### src/hdl/tfd_pkg.sv
// tfd_pkg: shared constants, codes and types of the thermal frame deframer
`timescale 1ns / 1ps
`default_nettype none

package tfd_pkg;

    // frame geometry of the sensor module
    localparam int COLUMNS        = 32;
    localparam int ROWS           = 24;
    localparam int FRAME_BYTES    = 1544;
    localparam int PIXEL_START    = 4;
    localparam int AMBIENT_START  = 1540;
    localparam int CHECKSUM_START = 1542;
    localparam int NUM_PIXELS     = COLUMNS * ROWS;

    // field widths
    localparam int BYTE_W      = 8;
    localparam int POS_W       = 11;
    localparam int SUM_W       = 16;
    localparam int VAL_W       = 16;
    localparam int PIX_IDX_W   = 10;
    localparam int COL_W       = (COLUMNS > 1) ? $clog2(COLUMNS) : 1;
    localparam int ROW_W       = $clog2(ROWS + 1);
    localparam int CFG_INDEX_W = 1;
    localparam int CFG_DATA_W  = 1;

    localparam logic [BYTE_W-1:0] SYNC_BYTE = 8'h5A;

    // byte positions inside a frame, sync bytes included
    localparam logic [POS_W-1:0] POS_PIXEL_START = POS_W'(PIXEL_START);
    localparam logic [POS_W-1:0] POS_PIXEL_END   = POS_W'(PIXEL_START + 2 * NUM_PIXELS);
    localparam logic [POS_W-1:0] POS_AMBIENT_LO  = POS_W'(AMBIENT_START);
    localparam logic [POS_W-1:0] POS_AMBIENT_HI  = POS_W'(AMBIENT_START + 1);
    localparam logic [POS_W-1:0] POS_CHECK_LO    = POS_W'(CHECKSUM_START);
    localparam logic [POS_W-1:0] POS_CHECK_HI    = POS_W'(CHECKSUM_START + 1);
    localparam logic [POS_W-1:0] POS_LAST        = POS_W'(FRAME_BYTES - 1);
    localparam logic [POS_W-1:0] POS_SECOND_SYNC = POS_W'(1);

    localparam logic [COL_W-1:0] COL_LAST = COL_W'(COLUMNS - 1);
    localparam logic [ROW_W-1:0] ROW_LAST = ROW_W'(ROWS - 1);

    // configuration register indexes
    localparam logic [CFG_INDEX_W-1:0] CFG_MIRROR_H = 1'd0;
    localparam logic [CFG_INDEX_W-1:0] CFG_MIRROR_V = 1'd1;

    typedef struct packed {
        logic mirror_h;
        logic mirror_v;
    } t_cfg;

    typedef struct packed {
        logic                        pixel_valid;
        logic [PIX_IDX_W-1:0]        pixel_index;
        logic signed [VAL_W-1:0]     pixel_value;
        logic                        frame_end;
        logic                        frame_good;
        logic                        sum_kind;
        logic signed [VAL_W-1:0]     ambient_value;
    } t_result;

endpackage

`default_nettype wire

### src/hdl/tfd_if.sv
// tfd_if: channel interfaces for received bytes, results and configuration writes
`timescale 1ns / 1ps
`default_nettype none

interface tfd_rx_if;
    import tfd_pkg::*;
    logic              valid;
    logic              ready;
    logic [BYTE_W-1:0] rx_byte;

    modport source (output valid, output rx_byte, input ready);
    modport sink   (input valid, input rx_byte, output ready);
endinterface

interface tfd_pix_if;
    import tfd_pkg::*;
    logic                    valid;
    logic                    ready;
    logic                    pixel_valid;
    logic [PIX_IDX_W-1:0]    pixel_index;
    logic signed [VAL_W-1:0] pixel_value;
    logic                    frame_end;
    logic                    frame_good;
    logic                    sum_kind;
    logic signed [VAL_W-1:0] ambient_value;

    modport source (output valid, output pixel_valid, output pixel_index, output pixel_value,
                    output frame_end, output frame_good, output sum_kind,
                    output ambient_value, input ready);
    modport sink   (input valid, input pixel_valid, input pixel_index, input pixel_value,
                    input frame_end, input frame_good, input sum_kind,
                    input ambient_value, output ready);
endinterface

interface tfd_cfg_if;
    import tfd_pkg::*;
    logic                   valid;
    logic                   ready;
    logic [CFG_INDEX_W-1:0] index;
    logic [CFG_DATA_W-1:0]  data;

    modport source (output valid, output index, output data, input ready);
    modport sink   (input valid, input index, input data, output ready);
endinterface

`default_nettype wire

### src/hdl/tfd_frame_decoder.sv
// tfd_frame_decoder: sync hunt, frame position, running sums and pixel decode for one byte
`timescale 1ns / 1ps
`default_nettype none

module tfd_frame_decoder (
    input  wire logic                        i_clk,
    input  wire logic                        i_rst_n,
    input  wire logic [tfd_pkg::BYTE_W-1:0]  i_byte,
    input  wire logic                        i_strobe,
    input  wire tfd_pkg::t_cfg               i_cfg,
    output logic                             o_has_result,
    output tfd_pkg::t_result                 o_result
);
    import tfd_pkg::*;

    // frame state
    logic [POS_W-1:0]  r_pos,       n_pos;
    logic [SUM_W-1:0]  r_bsum,      n_bsum;
    logic [SUM_W-1:0]  r_wsum,      n_wsum;
    logic [BYTE_W-1:0] r_low_hold,  n_low_hold;
    logic [COL_W-1:0]  r_col,       n_col;
    logic [ROW_W-1:0]  r_row,       n_row;
    logic [VAL_W-1:0]  r_ambient,   n_ambient;
    logic [SUM_W-1:0]  r_expected,  n_expected;

    logic                 is_sync;
    logic                 hunting;
    logic                 live;
    logic                 pix;
    logic                 fend;
    logic                 byte_match;
    logic                 word_match;
    logic [SUM_W-1:0]     word;
    logic [COL_W-1:0]     base_col;
    logic [ROW_W-1:0]     base_row;
    logic [COL_W-1:0]     col_m;
    logic [ROW_W-1:0]     row_m;
    logic [PIX_IDX_W-1:0] pidx;

    // byte classification
    always_comb begin
        is_sync = (i_byte == SYNC_BYTE);
        hunting = (r_pos == '0);
        live    = is_sync || (!hunting && r_pos != POS_SECOND_SYNC);
        word    = {i_byte, r_low_hold};
        pix     = live && (r_pos >= POS_PIXEL_START) && (r_pos < POS_PIXEL_END)
                  && (r_pos[0] != POS_PIXEL_START[0]);
        fend    = live && (r_pos >= POS_LAST);
    end

    // pixel index after mirroring
    always_comb begin
        base_col = hunting ? '0 : r_col;
        base_row = hunting ? '0 : r_row;
        col_m    = i_cfg.mirror_h ? (COL_LAST - base_col) : base_col;
        row_m    = i_cfg.mirror_v ? (ROW_LAST - base_row) : base_row;
        pidx     = PIX_IDX_W'(row_m) * PIX_IDX_W'(COLUMNS) + PIX_IDX_W'(col_m);
    end

    // next frame state
    always_comb begin
        n_pos      = r_pos;
        n_bsum     = hunting ? '0 : r_bsum;
        n_wsum     = hunting ? '0 : r_wsum;
        n_low_hold = r_low_hold;
        n_col      = base_col;
        n_row      = base_row;
        n_ambient  = hunting ? '0 : r_ambient;
        n_expected = hunting ? '0 : r_expected;

        if (!live) begin
            // junk while hunting, or a broken second sync byte
            n_pos      = '0;
            n_bsum     = r_bsum;
            n_wsum     = r_wsum;
            n_col      = r_col;
            n_row      = r_row;
            n_ambient  = r_ambient;
            n_expected = r_expected;
        end else begin
            if (r_pos < POS_CHECK_LO) begin
                n_bsum = n_bsum + SUM_W'(i_byte);
                if (r_pos[0]) begin
                    n_wsum = n_wsum + word;
                end
            end
            if (r_pos == POS_AMBIENT_LO) begin
                n_ambient[BYTE_W-1:0] = i_byte;
            end
            if (r_pos == POS_AMBIENT_HI) begin
                n_ambient[VAL_W-1:BYTE_W] = i_byte;
            end
            if (r_pos == POS_CHECK_LO) begin
                n_expected[BYTE_W-1:0] = i_byte;
            end
            if (r_pos == POS_CHECK_HI) begin
                n_expected[SUM_W-1:BYTE_W] = i_byte;
            end
            if (pix) begin
                if (base_col == COL_LAST) begin
                    n_col = '0;
                    n_row = base_row + ROW_W'(1);
                end else begin
                    n_col = base_col + COL_W'(1);
                end
            end
            n_low_hold = i_byte;
            n_pos      = fend ? '0 : r_pos + POS_W'(1);
        end
    end

    // checksum verdict and result beat
    always_comb begin
        byte_match = (n_bsum == n_expected);
        word_match = (n_wsum == n_expected);

        o_has_result           = pix || fend;
        o_result.pixel_valid   = pix;
        o_result.pixel_index   = pix ? pidx : '0;
        o_result.pixel_value   = pix ? $signed(word) : '0;
        o_result.frame_end     = fend;
        o_result.frame_good    = fend && (byte_match || word_match);
        o_result.sum_kind      = fend && !byte_match && word_match;
        o_result.ambient_value = fend ? $signed(n_ambient) : '0;
    end

    // position is control state, the rest is cleared at each sync
    always_ff @(posedge i_clk) begin
        if (!i_rst_n) begin
            r_pos <= '0;
        end else if (i_strobe) begin
            r_pos <= n_pos;
        end
    end

    always_ff @(posedge i_clk) begin
        if (i_strobe) begin
            r_bsum     <= n_bsum;
            r_wsum     <= n_wsum;
            r_low_hold <= n_low_hold;
            r_col      <= n_col;
            r_row      <= n_row;
            r_ambient  <= n_ambient;
            r_expected <= n_expected;
        end
    end

    // frame end always returns to the sync hunt
    a_fend_hunts: assert property (@(posedge i_clk) disable iff (!i_rst_n)
        i_strobe && o_has_result && o_result.frame_end |=> r_pos == '0)
        else $error("position not cleared after frame end");

    // position never runs past the last byte of a frame
    a_pos_range: assert property (@(posedge i_clk) disable iff (!i_rst_n)
        r_pos <= POS_LAST)
        else $error("byte position past frame length");

    // a broken second sync byte drops back to hunting
    a_second_sync: assert property (@(posedge i_clk) disable iff (!i_rst_n)
        i_strobe && r_pos == POS_SECOND_SYNC && !is_sync |=> r_pos == '0)
        else $error("broken sync not dropped");

endmodule

`default_nettype wire

### src/hdl/thermal_frame_deframer.sv
// thermal_frame_deframer: top level with input stage, result register and mirror registers
//
//   channel  dir  beat                        handshake
//   i_rx     in   one received serial byte    valid / ready
//   o_pix    out  pixel and/or frame verdict  valid / ready
//   i_cfg    in   register index and data     valid / ready (always ready)
//
// one byte per cycle sustained while o_pix keeps up; a byte passes input then result register
// a byte that completes a result stalls in the input register only while the previous
// result still waits for o_pix.ready
// bytes that give no result pass the decode stage even while the result register is full
// reset (synchronous, active low) clears the sync hunt, both mirror bits and all valids
`timescale 1ns / 1ps
`default_nettype none

module thermal_frame_deframer (
    input  wire logic  i_clk,
    input  wire logic  i_rst_n,
    tfd_rx_if.sink     i_rx,
    tfd_pix_if.source  o_pix,
    tfd_cfg_if.sink    i_cfg
);
    import tfd_pkg::*;

    logic              r_in_valid;
    logic [BYTE_W-1:0] r_in_byte;
    logic              r_out_valid;
    t_result           r_out;
    t_cfg              r_cfg;

    logic    has_result;
    t_result result;
    logic    out_free;
    logic    advance;

    tfd_frame_decoder u_decoder (
        .i_clk        (i_clk),
        .i_rst_n      (i_rst_n),
        .i_byte       (r_in_byte),
        .i_strobe     (advance),
        .i_cfg        (r_cfg),
        .o_has_result (has_result),
        .o_result     (result)
    );

    // stage handshake
    always_comb begin
        out_free   = !r_out_valid || o_pix.ready;
        advance    = r_in_valid && (out_free || !has_result);
        i_rx.ready = !r_in_valid || advance;
        i_cfg.ready = 1'b1;
    end

    // input register
    always_ff @(posedge i_clk) begin
        if (!i_rst_n) begin
            r_in_valid <= 1'b0;
        end else if (i_rx.ready) begin
            r_in_valid <= i_rx.valid;
        end
    end

    always_ff @(posedge i_clk) begin
        if (i_rx.valid && i_rx.ready) begin
            r_in_byte <= i_rx.rx_byte;
        end
    end

    // result register
    always_ff @(posedge i_clk) begin
        if (!i_rst_n) begin
            r_out_valid <= 1'b0;
        end else if (advance && has_result) begin
            r_out_valid <= 1'b1;
        end else if (o_pix.ready) begin
            r_out_valid <= 1'b0;
        end
    end

    always_ff @(posedge i_clk) begin
        if (advance && has_result) begin
            r_out <= result;
        end
    end

    // mirror registers
    always_ff @(posedge i_clk) begin
        if (!i_rst_n) begin
            r_cfg <= '0;
        end else if (i_cfg.valid && i_cfg.ready) begin
            case (i_cfg.index)
                CFG_MIRROR_H: r_cfg.mirror_h <= i_cfg.data[0];
                CFG_MIRROR_V: r_cfg.mirror_v <= i_cfg.data[0];
                default:      r_cfg          <= r_cfg;
            endcase
        end
    end

    // result beat
    always_comb begin
        o_pix.valid         = r_out_valid;
        o_pix.pixel_valid   = r_out.pixel_valid;
        o_pix.pixel_index   = r_out.pixel_index;
        o_pix.pixel_value   = r_out.pixel_value;
        o_pix.frame_end     = r_out.frame_end;
        o_pix.frame_good    = r_out.frame_good;
        o_pix.sum_kind      = r_out.sum_kind;
        o_pix.ambient_value = r_out.ambient_value;
    end

    // every result beat carries a pixel or a frame verdict
    a_out_content: assert property (@(posedge i_clk) disable iff (!i_rst_n)
        r_out_valid |-> (r_out.pixel_valid || r_out.frame_end))
        else $error("empty result beat");

    // a word sum match is only reported on a good frame
    a_kind_good: assert property (@(posedge i_clk) disable iff (!i_rst_n)
        r_out_valid && r_out.sum_kind |-> r_out.frame_good && r_out.frame_end)
        else $error("sum kind without good frame");

    // a held byte stays put until the decode stage takes it
    a_in_hold: assert property (@(posedge i_clk) disable iff (!i_rst_n)
        r_in_valid && !advance |=> r_in_valid && $stable(r_in_byte))
        else $error("held input byte lost");

    // a result is never loaded over one still waiting
    a_no_overwrite: assert property (@(posedge i_clk) disable iff (!i_rst_n)
        advance && has_result |-> out_free)
        else $error("result register overwritten");

endmodule

`default_nettype wire

### src/flat_wrapper.sv
// flat-port wrapper written by rule: the top's interface ports become plain ports
module thermal_frame_deframer_flat import tfd_pkg::*;
  (i_clk, i_rst_n, i_rx_valid, i_rx_rx_byte, i_rx_ready, o_pix_valid, o_pix_pixel_valid, o_pix_pixel_index, o_pix_pixel_value, o_pix_frame_end, o_pix_frame_good, o_pix_sum_kind, o_pix_ambient_value, o_pix_ready, i_cfg_valid, i_cfg_index, i_cfg_data, i_cfg_ready);
  tfd_rx_if i_rx_i ();
  tfd_pix_if o_pix_i ();
  tfd_cfg_if i_cfg_i ();
  input  wire logic i_clk;
  input  wire logic i_rst_n;
  input wire logic [$bits(i_rx_i.valid)-1:0] i_rx_valid;
  input wire logic [$bits(i_rx_i.rx_byte)-1:0] i_rx_rx_byte;
  output wire logic [$bits(i_rx_i.ready)-1:0] i_rx_ready;
  output wire logic [$bits(o_pix_i.valid)-1:0] o_pix_valid;
  output wire logic [$bits(o_pix_i.pixel_valid)-1:0] o_pix_pixel_valid;
  output wire logic [$bits(o_pix_i.pixel_index)-1:0] o_pix_pixel_index;
  output wire logic [$bits(o_pix_i.pixel_value)-1:0] o_pix_pixel_value;
  output wire logic [$bits(o_pix_i.frame_end)-1:0] o_pix_frame_end;
  output wire logic [$bits(o_pix_i.frame_good)-1:0] o_pix_frame_good;
  output wire logic [$bits(o_pix_i.sum_kind)-1:0] o_pix_sum_kind;
  output wire logic [$bits(o_pix_i.ambient_value)-1:0] o_pix_ambient_value;
  input wire logic [$bits(o_pix_i.ready)-1:0] o_pix_ready;
  input wire logic [$bits(i_cfg_i.valid)-1:0] i_cfg_valid;
  input wire logic [$bits(i_cfg_i.index)-1:0] i_cfg_index;
  input wire logic [$bits(i_cfg_i.data)-1:0] i_cfg_data;
  output wire logic [$bits(i_cfg_i.ready)-1:0] i_cfg_ready;
  assign i_rx_i.valid = i_rx_valid;
  assign i_rx_i.rx_byte = i_rx_rx_byte;
  assign i_rx_ready = i_rx_i.ready;
  assign o_pix_valid = o_pix_i.valid;
  assign o_pix_pixel_valid = o_pix_i.pixel_valid;
  assign o_pix_pixel_index = o_pix_i.pixel_index;
  assign o_pix_pixel_value = o_pix_i.pixel_value;
  assign o_pix_frame_end = o_pix_i.frame_end;
  assign o_pix_frame_good = o_pix_i.frame_good;
  assign o_pix_sum_kind = o_pix_i.sum_kind;
  assign o_pix_ambient_value = o_pix_i.ambient_value;
  assign o_pix_i.ready = o_pix_ready;
  assign i_cfg_i.valid = i_cfg_valid;
  assign i_cfg_i.index = i_cfg_index;
  assign i_cfg_i.data = i_cfg_data;
  assign i_cfg_ready = i_cfg_i.ready;
  thermal_frame_deframer u_core (.i_clk(i_clk), .i_rst_n(i_rst_n), .i_rx(i_rx_i), .o_pix(o_pix_i), .i_cfg(i_cfg_i));
endmodule
### config.mk
export PLATFORM = sky130hd
export DESIGN_NAME = thermal_frame_deframer_flat
export DESIGN_NICKNAME = d
export VERILOG_FILES = /design/src/hdl/tfd_pkg.sv /design/src/hdl/tfd_if.sv /design/src/hdl/tfd_frame_decoder.sv /design/src/hdl/thermal_frame_deframer.sv /design/src/flat_wrapper.sv
export SDC_FILE = /design/constraint.sdc
export NUM_CORES = 1
export LEC_CHECK = 0
export BUFFER_PORTS_ARGS = -buffer_cell sky130_fd_sc_hd__buf_2
export CAP_MARGIN = 20
export CORE_ASPECT_RATIO = 2
export CORE_MARGIN = 2
export CORE_UTILIZATION = 50
export CTS_CLUSTER_DIAMETER = 80
export DETAILED_ROUTE_END_ITERATION = 7
export PLACE_DENSITY = 0.68
export SLEW_MARGIN = 10
export SYNTH_ARGS = -nofsm -noshare
export SYNTH_HDL_FRONTEND = slang
export SYNTH_SLANG_ARGS = --single-unit
export TNS_END_PERCENT = 50
### constraint.sdc
create_clock -name i_clk -period 14.94 [get_ports i_clk]
set_input_delay 2.241 -clock i_clk [delete_from_list [all_inputs] [get_ports i_clk]]
set_output_delay 2.241 -clock i_clk [all_outputs]
set_load 0.02 [all_outputs]
# Word-level counts from Yosys, hierarchy flattened
# Cells that the tools add are included.
# word_totals
regBits	151
input_bits	15
elab_cells	96
# op_classes
n_addsub	8
magnitude_cmp	4
eq_ne	9
n_mux	27
n_bitwise	1
n_reduce_logical	27
# op_table
cell	n
$mux 16	11
$eq 11x11->1 const B	4
$mux 5	8
$eq 16x16->1	2
$mux 8	4
$lt 11x11->1 const B	2
$mux 11	2
$add 16x16->16	1
$add 16x8->16	1
$add 11x1->11 const B	1
$ge 11x11->1 const B	1
$ge 11x3->1 const B	1
$logic_and 1x1->1	11
$logic_not 11->1	1
$ne 11x1->1 const B	1
$add 10x5->10	1
$add 5x1->5 const B	2
$sub 5x5->5 const A	2
$eq 8x7->1 const B	1
$logic_or 1x1->1	6
$reduce_and 2->1	3
$eq 5x5->1 const B	1
$logic_not 1->1	5
$mux 1	2
other kinds (2)	2

# Depth between registers and ports, before layout
# Gate-level depths: netlist (run 1).
# logic_depth
depth_word	13
ltp_mapped	23

# Hierarchy
# A second synthesis (run 1) with hierarchy kept.
# unflattened
hier_cells	910
hier_area_um2	9272.6
# modules_own_cells
mod	instances	cells_per_inst	area_each_um2
tfd_frame_decoder	1	833	7445.9
thermal_frame_deframer	1	77	1826.8

# Least setup slack after synthesis (run 1)
# No wires, ideal clock.
# synth_timing
kind	input to register
from	input o_pix_ready
to	register u_core.u_decoder.r_pos[7]
setup_ps	115
t_arrival_ps	5325
t_required_ps	14825
setup_slack_ps	9500
cell_stages	9
cell_sequence	nor2b_1 o21ai_0 nand2_1 clkinv_1 nand3_1 o21ai_0 nand2_1 o21ai_0 and2_1
# synth_between
elab_chain_cells	3
# synth_rtl
element	line_no	rtl
from (decl)	flat_wrapper.sv:20	input wire logic [$bits(o_pix_i.ready)-1:0] o_pix_ready;
$logic_or 1x1->1	thermal_frame_deframer.sv:48	out_free = !r_out_valid || o_pix.ready;
$logic_or 1x1->1	thermal_frame_deframer.sv:49	advance = r_in_valid && (out_free || !has_result);
$logic_and 1x1->1	thermal_frame_deframer.sv:49	
named net u_core.advance	thermal_frame_deframer.sv:34	logic advance;
to (signal assigned)	tfd_frame_decoder.sv:132	r_pos <= n_pos;
to (decl)	tfd_frame_decoder.sv:17	logic [POS_W-1:0] r_pos, n_pos;
# The timed path passes the listed nets, and every way through them passes these cells.
# A chain may end at the register's enable or synchronous reset.

==> results.json, run 1 <==
{
  "cp-start-kind": "register",
  "wirelength_um": 27970,
  "seq_area_frac_synth": 0.4688,
  "vias": 7841,
  "synth_top_cell_by_area": "edfxtp_1",
  "grt_max_degree": 73,
  "synth_edf_count": 136,
  "fin_crit_ns": 6.498,
  "max_slew_margin": 0.2611,
  "required_ns": 15.20,
  "initial_utilization": 0.5109,
  "fillers": 1593,
  "syn_inst": 935,
  "fp-row-count": 70,
  "ios": 64,
  "fmax_mhz": 153.9,
  "tightestPinTransition_ns": 1.100,
  "nNetsFinal": 1023,
  "grt-ovfl-total": 0,
  "crit_path_end_kind": "register",
  "grt_antenna_before_repair": 0,
  "core_sq_um": 18310,
  "grt_pass1_vias": 7636,
  "grt_pass1_wl_um": 42660,
  "area_growth_pct": 12.13,
  "synth_flop_cell": "edfxtp_1",
  "wl_met3_um": 1671,
  "gp_congestion": 0.9444,
  "holdCritPathClass": "register to register",
  "dr_wl_met2_um": 14250,
  "syn-num-nets": 971,
  "synth_area_leaders": "edfxtp_1 (44%), nand2_1 (4.1%), dfxtp_1 (3.2%), xor2_1 (3.1%), o21ai_0 (2.7%)",
  "clkLatencyLatePin_ns": 0.45,
  "antenna_cells": 0,
  "hold_slack_ns": 0.5552,
  "clk_pin_slew_ns": 0.06,
  "multiInputGateArea_sq_um": 4628,
  "fin_skew_ns": 0.02117,
  "finalSetupViolCount": 0,
  "ctsHtreeMaxLevel": 4,
  "wl_met1_um": 9668,
  "synthDominantCellAreaShare": 0.4367,
  "grt_setup_unrepaired": "no",
  "synth.avg_cell_area_sq_um": 10.00,
  "die_h_um": 197.4,
  "utilization": 0.5729,
  "slew_violations": 0,
  "synth-seq-cells": 151,
  "hold_violations": 0,
  "crit_fanout": 32,
  "worstPathArrival_ns": 6.75,
  "ir_drop_uv": 72.14,
  "post_cts_resize_count": 0,
  "synth_area_sq_um": 9353,
  "vias_per_cell": 6.448,
  "die_width_um": 100.7,
  "drc": 0,
  "dr.max_layer_used": "met4",
  "drtAntennaViolNets": 0,
  "cts_hold_buf": 0,
  "grt_usage": 0.2880,
  "synthDistinctLibCells": 94,
  "cts_root_buffer": "clkbuf_16",
  "dieArea_sq_um": 19880,
  "ys.warnings.count": 0,
  "outcome": "completed",
  "min_period_over_period": 0.4349,
  "cts_buffer_depth": 2,
  "leakagePower_nw": 4.219,
  "regArea_sq_um": 4384,
  "drive_gt1_frac": 0.1530,
  "portBuffers": 62,
  "dr.pass1.iters": 5,
  "cts_buffers": 17,
  "cts_tree": "yes",
  "power_density_nw_per_um2": 93.79,
  "cts.sink_count": 151,
  "cts_setup_buffers": 0,
  "path_class": "register to register",
  "drt_iter0_drc": 581,
  "synth_common_cells": "edfxtp_1 (136), nand2_1 (102), nor2_1 (62), o21ai_0 (50), and2_1 (39)",
  "hpwlAfterDp_um": 19910,
  "avgRoutedWirePerCell_um": 23.00,
  "async_reset_ff_frac": 0,
  "synth.most_common_cell": "edfxtp_1",
  "maxCapViolCount": 0,
  "setup_tns_ns": 0
}
==> placed cells by master (no fill, tap or decap), drive strengths merged, types with 6 or more instances in the layout <==
master | synthesis | routed
nor4 | 7 | 7
nor2b | 11 | 11
o211ai | 11 | 11
nand2b | 6 | 6
o311ai | 6 | 6
mux2i | 7 | 7
a22o | 18 | 18
o21a | 8 | 8
o31ai | 9 | 9
ha | 19 | 19
clkbuf | 36 | 17
a21o | 10 | 10
and3 | 21 | 21
xnor2 | 26 | 26
nor2 | 64 | 64
inv | 36 | 42
a31oi | 14 | 14
edfxtp | 136 | 136
nand2 | 102 | 102
or2 | 11 | 11
or3 | 12 | 12
xor2 | 33 | 33
nand3 | 27 | 27
a21oi | 38 | 38
nand4 | 13 | 13
buf | 15 | 84
dfxtp | 15 | 15
o21ai | 64 | 64
and2 | 39 | 39
nor3 | 15 | 15
o221ai | 6 | 6
==> report_power, final <==
group	internal, mW	switching, mW	leakage, nW
Sequential	0.468	0.00698	1.52
Combinational	0.0235	0.0449	2.42
Clock	0.249	0.191	0.281
==> flip-flops by register name, indices dropped and copies added (netlist names), 2 cells and up <==
register	flops
u_core.u_decoder.r_bsum	16
u_core.u_decoder.r_expected	16
u_core.u_decoder.r_wsum	16
u_core.r_cfg	2
u_core.u_decoder.r_low_hold	8
u_core.r_in_byte	8
u_core.u_decoder.r_ambient	16
u_core.u_decoder.r_col	5
u_core.o_pix.ambient_value	16
u_core.o_pix.pixel_index	10
u_core.u_decoder.r_pos	11
u_core.u_decoder.r_row	5
u_core.o_pix.pixel_value	16
==> logic make-up (layout without fill, tap and decap cells) <==
logic type      Yosys count  count (layout)  share of synthesized area
fa+ha+maj                26              26                    0.03505
simple gates            347             347                     0.1953
xor+xnor                 62              62                    0.06261
other cells               1               1                  0.0004010
flops                   151             151                     0.4688
buf+inv                  88             153                    0.03826
mux                      11              11                    0.01231
compound gates          249             249                     0.1873
==> layout make-up <==
type,instances,area share
clock buffer,17,0.04056
clock inverter,15,0.01599
inverter,37,0.01324
multi-input combinational,696,0.4413
sequential,151,0.4180
tap,216,0.02577
timing repair buffer,84,0.04510
==> routing by layer <==
metal | GRT usage | vias up
li1 | - | 3594
met1 | 0.3039 | 3741
met2 | 0.4921 | 372
met3 | 0.05096 | 134
met4 | 0.2288 | 0
met5 | 0 | -
==> final timing paths <==
| check | start | end | slack (ns) | depth (start not counted) |
|---|---|---|---|---|
| min reg2reg | u_core.r_in_valid$_SDFFE_PN0N_ | u_core.r_in_valid$_SDFFE_PN0N_ | 0.56 | 2 |
| min | u_core.r_in_valid$_SDFFE_PN0N_ | u_core.r_in_valid$_SDFFE_PN0N_ | 0.56 | 2 |
| max reg2reg | u_core.u_decoder.r_pos[0]$_SDFFE_PN0P_ | u_core.o_pix.frame_good$_DFFE_PP_ | 8.44 | 18 |
| max | u_core.u_decoder.r_pos[0]$_SDFFE_PN0P_ | u_core.o_pix.frame_good$_DFFE_PP_ | 8.44 | 18 |
==> critical path, stage by stage (launching register included) <==
cell      delay, ns
dfxtp_1        0.59
inv_1          0.33
ha_1           0.26
nor4b_4        0.61
nand3_1        0.41
buf_4          0.37
and2_1         0.23
ha_1           0.34
a21oi_1        0.09
and2_1         0.19
a222oi_1       0.35
o21ai_1        0.26
o21ai_1        0.29
xnor2_1        0.13
a32o_1         0.29
or3_1          0.38
a221o_1        0.33
or4_4          0.53
o31ai_1        0.29
==> stage by stage <==
stage / worst slack (ns) / std cells / total power, mW / area, sq um
5_1_grt: 8.039 / 1216 / 1.007 / 10490
3_3_place_gp: 8.779 / 1183 / 0.5492 / 9889
6_report: 8.442 / 1216 / 0.9836 / 10490
2_1_floorplan: 9.500 / 935 / 0.5250 / 9353
3_5_place_dp: 8.598 / 1184 / 0.5498 / 9894
4_1_cts: 8.539 / 1216 / 0.9871 / 10490
No activity file was read; power rests on OpenSTA's default activity.
==> run 2: changes to the inputs <==
- PLACE_DENSITY: 0.68 -> 0.71
- clock period: 14.94 -> 5.9 ns (I/O delays scaled with it)
==> run 2 against run 1 <==
Compared with the run above: largest cell class unchanged; via count up 0.18%; worst setup slack worse by 8.0 ns; routed wire length decreased by 0.72%; count of clock-buffer cells in the layout grew 2; design area grew 0.47%; sequential share of layout area fell by 0.19 points; global-route usage fell by 0.27 points; die area did not move; utilization up 0.27 points; critical path depth increased by 1; clock skew is 0.0097 ns lower; non-clock buffer count up 7; critical path type unchanged.
==> results.json, run 2 (synthesis gave the netlist of run 1 again) <==
{
  "die_h_um": 197.4,
  "path_delay_family": "simple AND/OR/NAND/NOR gates",
  "vias_per_cell": 6.423,
  "grt_max_degree": 48,
  "cts.sink_count": 151,
  "clk_pin_slew_ns": 0.07,
  "path_class": "register to register",
  "initial_utilization": 0.5109,
  "portBuffers": 62,
  "area_growth_pct": 12.66,
  "placed_area_sq_um": 9950,
  "antenna_cells": 0,
  "drtAntennaViolNets": 0,
  "outcome": "completed",
  "grt-ovfl-total": 0,
  "core_sq_um": 18310,
  "cpPeakStageDelay_ns": 0.38,
  "tightestPinTransition_ns": 1.053,
  "leakagePower_nw": 4.255,
  "grt_pass1_wl_um": 42300,
  "hold_violations": 0,
  "dieArea_sq_um": 19880,
  "grt_pass1_vias": 7710,
  "wirelength_um": 27770,
  "ctsHtreeMaxLevel": 4,
  "ir_drop_uv": 165.1,
  "post_cts_resize_count": 0,
  "cp-start-kind": "register",
  "final_common_cell": "edfxtp_1",
  "crit_slowest_cell": "a41oi_1",
  "multiInputGateArea_sq_um": 4628,
  "grt_usage": 0.2853,
  "cts_root_buffer": "clkbuf_16",
  "setup_tns_ns": 0,
  "dr.pass1.iters": 5,
  "power_mw": 2.476,
  "nNetsFinal": 1030,
  "cts_buffer_depth": 2,
  "crit_fanout": 19,
  "vias": 7855,
  "grt_antenna_before_repair": 0,
  "final_cell_mix": "edfxtp_1 (136), nand2_1 (102), nor2_1 (62), buf_2 (62), o21ai_0 (50)",
  "fp-row-count": 70,
  "clkLatencyLatePin_ns": 0.43,
  "hpwlAfterDp_um": 20070,
  "drt_iter0_drc": 724,
  "grt_setup_unrepaired": "no",
  "ios": 64,
  "fmax_mhz": 184.0,
  "cts_setup_buffers": 0,
  "min_period_over_period": 0.9211,
  "finalSetupViolCount": 0,
  "cp_common_cell": "or3_1",
  "drive_gt1_frac": 0.1569,
  "slew_violations": 0,
  "drc": 0,
  "max_slew_margin": 0.2926,
  "cts_buffers": 17,
  "gp_congestion": 0.9705,
  "fin_crit_ns": 5.435,
  "critPathBufInv": 3,
  "holdCritPathClass": "register to register",
  "utilization": 0.5756,
  "regArea_sq_um": 4384,
  "crit_path_end_kind": "register",
  "path_cells": "inv_1 > ha_1 > nor4b_4 > buf_4 > nand3_1 > buf_4 > and2_1 > ha_1 > a21o_1 > or2_2 > or3_1 > a41oi_1 > nor3_1 > xnor3_1 > or3_1 > a2111oi_0 > nand3_1 > or3_1 > o31ai_1",
  "maxCapViolCount": 0,
  "die_width_um": 100.7,
  "avgRoutedWirePerCell_um": 22.71,
  "worstPathArrival_ns": 5.68,
  "required_ns": 6.15,
  "final_cell_area_sq_um": 10540,
  "power_density_nw_per_um2": 235.0,
  "fin_skew_ns": 0.01152,
  "cts_tree": "yes",
  "cts_hold_buf": 0,
  "fillers": 1612
}
[run 2: cell types whose count changed in the layout (fill, tap and decap cells not counted), sizes merged]
cell,previous run,this run
buf,84,91
clkbuf,17,19
clkinv,5,7
bufinv,2,3
clkinvlp,3,2
inv,42,38
[run 2: stage by stage]
stage                     setup WS [ns]  cells  hold slack, ns
after CTS                        0.5203   1223          0.5328
after global placement           0.7275   1191          0.5133
after floorplan                  0.4632    935          0.4244
after detailed placement         0.5208   1191          0.5247
final                            0.4655   1223          0.5286
after global routing             0.1861   1223          0.5583
[run 2: tightest hold or removal path: cells and delay by family, from the launching register on]
family | cells | cell delay, ns
AOI/OAI and AO/OA | 1 | 0.08
and+or+nand+nor | 1 | 0.08
DFF | 1 | 0.32
[run 2: area by class of cell]
class                           instances  area share
Multi-Input combinational cell        696      0.4393
Sequential cell                       151      0.4161
Timing Repair Buffer                   91     0.05011
Clock buffer                           19     0.04109
Tap cell                              216     0.02565
Clock inverter                         13     0.01461
Inverter                               37     0.01318
[run 2: worst paths after layout]
kind / from / end / slack [ns] / cells past startpoint
worst max-delay path: u_core.u_decoder.r_pos[0]$_SDFFE_PN0P_ / u_core.o_pix.frame_good$_DFFE_PP_ / 0.47 / 19
worst max register to register: u_core.u_decoder.r_pos[0]$_SDFFE_PN0P_ / u_core.o_pix.frame_good$_DFFE_PP_ / 0.47 / 19
worst min-delay path: u_core.r_in_valid$_SDFFE_PN0N_ / u_core.r_in_valid$_SDFFE_PN0N_ / 0.53 / 2
worst min register to register: u_core.r_in_valid$_SDFFE_PN0N_ / u_core.r_in_valid$_SDFFE_PN0N_ / 0.53 / 2
[run 2: power breakdown]
part	switching [mW]	internal, mW
sequential	0.0203	1.18
clock	0.439	0.662
combinational	0.112	0.0594
total	0.571	1.91
[run 2: metal layers]
metal	share of wire	up-vias	GRT usage
li1	-	3600	-
met1	0.34	3764	0.2807
met2	0.53	366	0.5101
met3	0.056	125	0.05272
met4	0.080	0	0.2217
met5	0	-	0
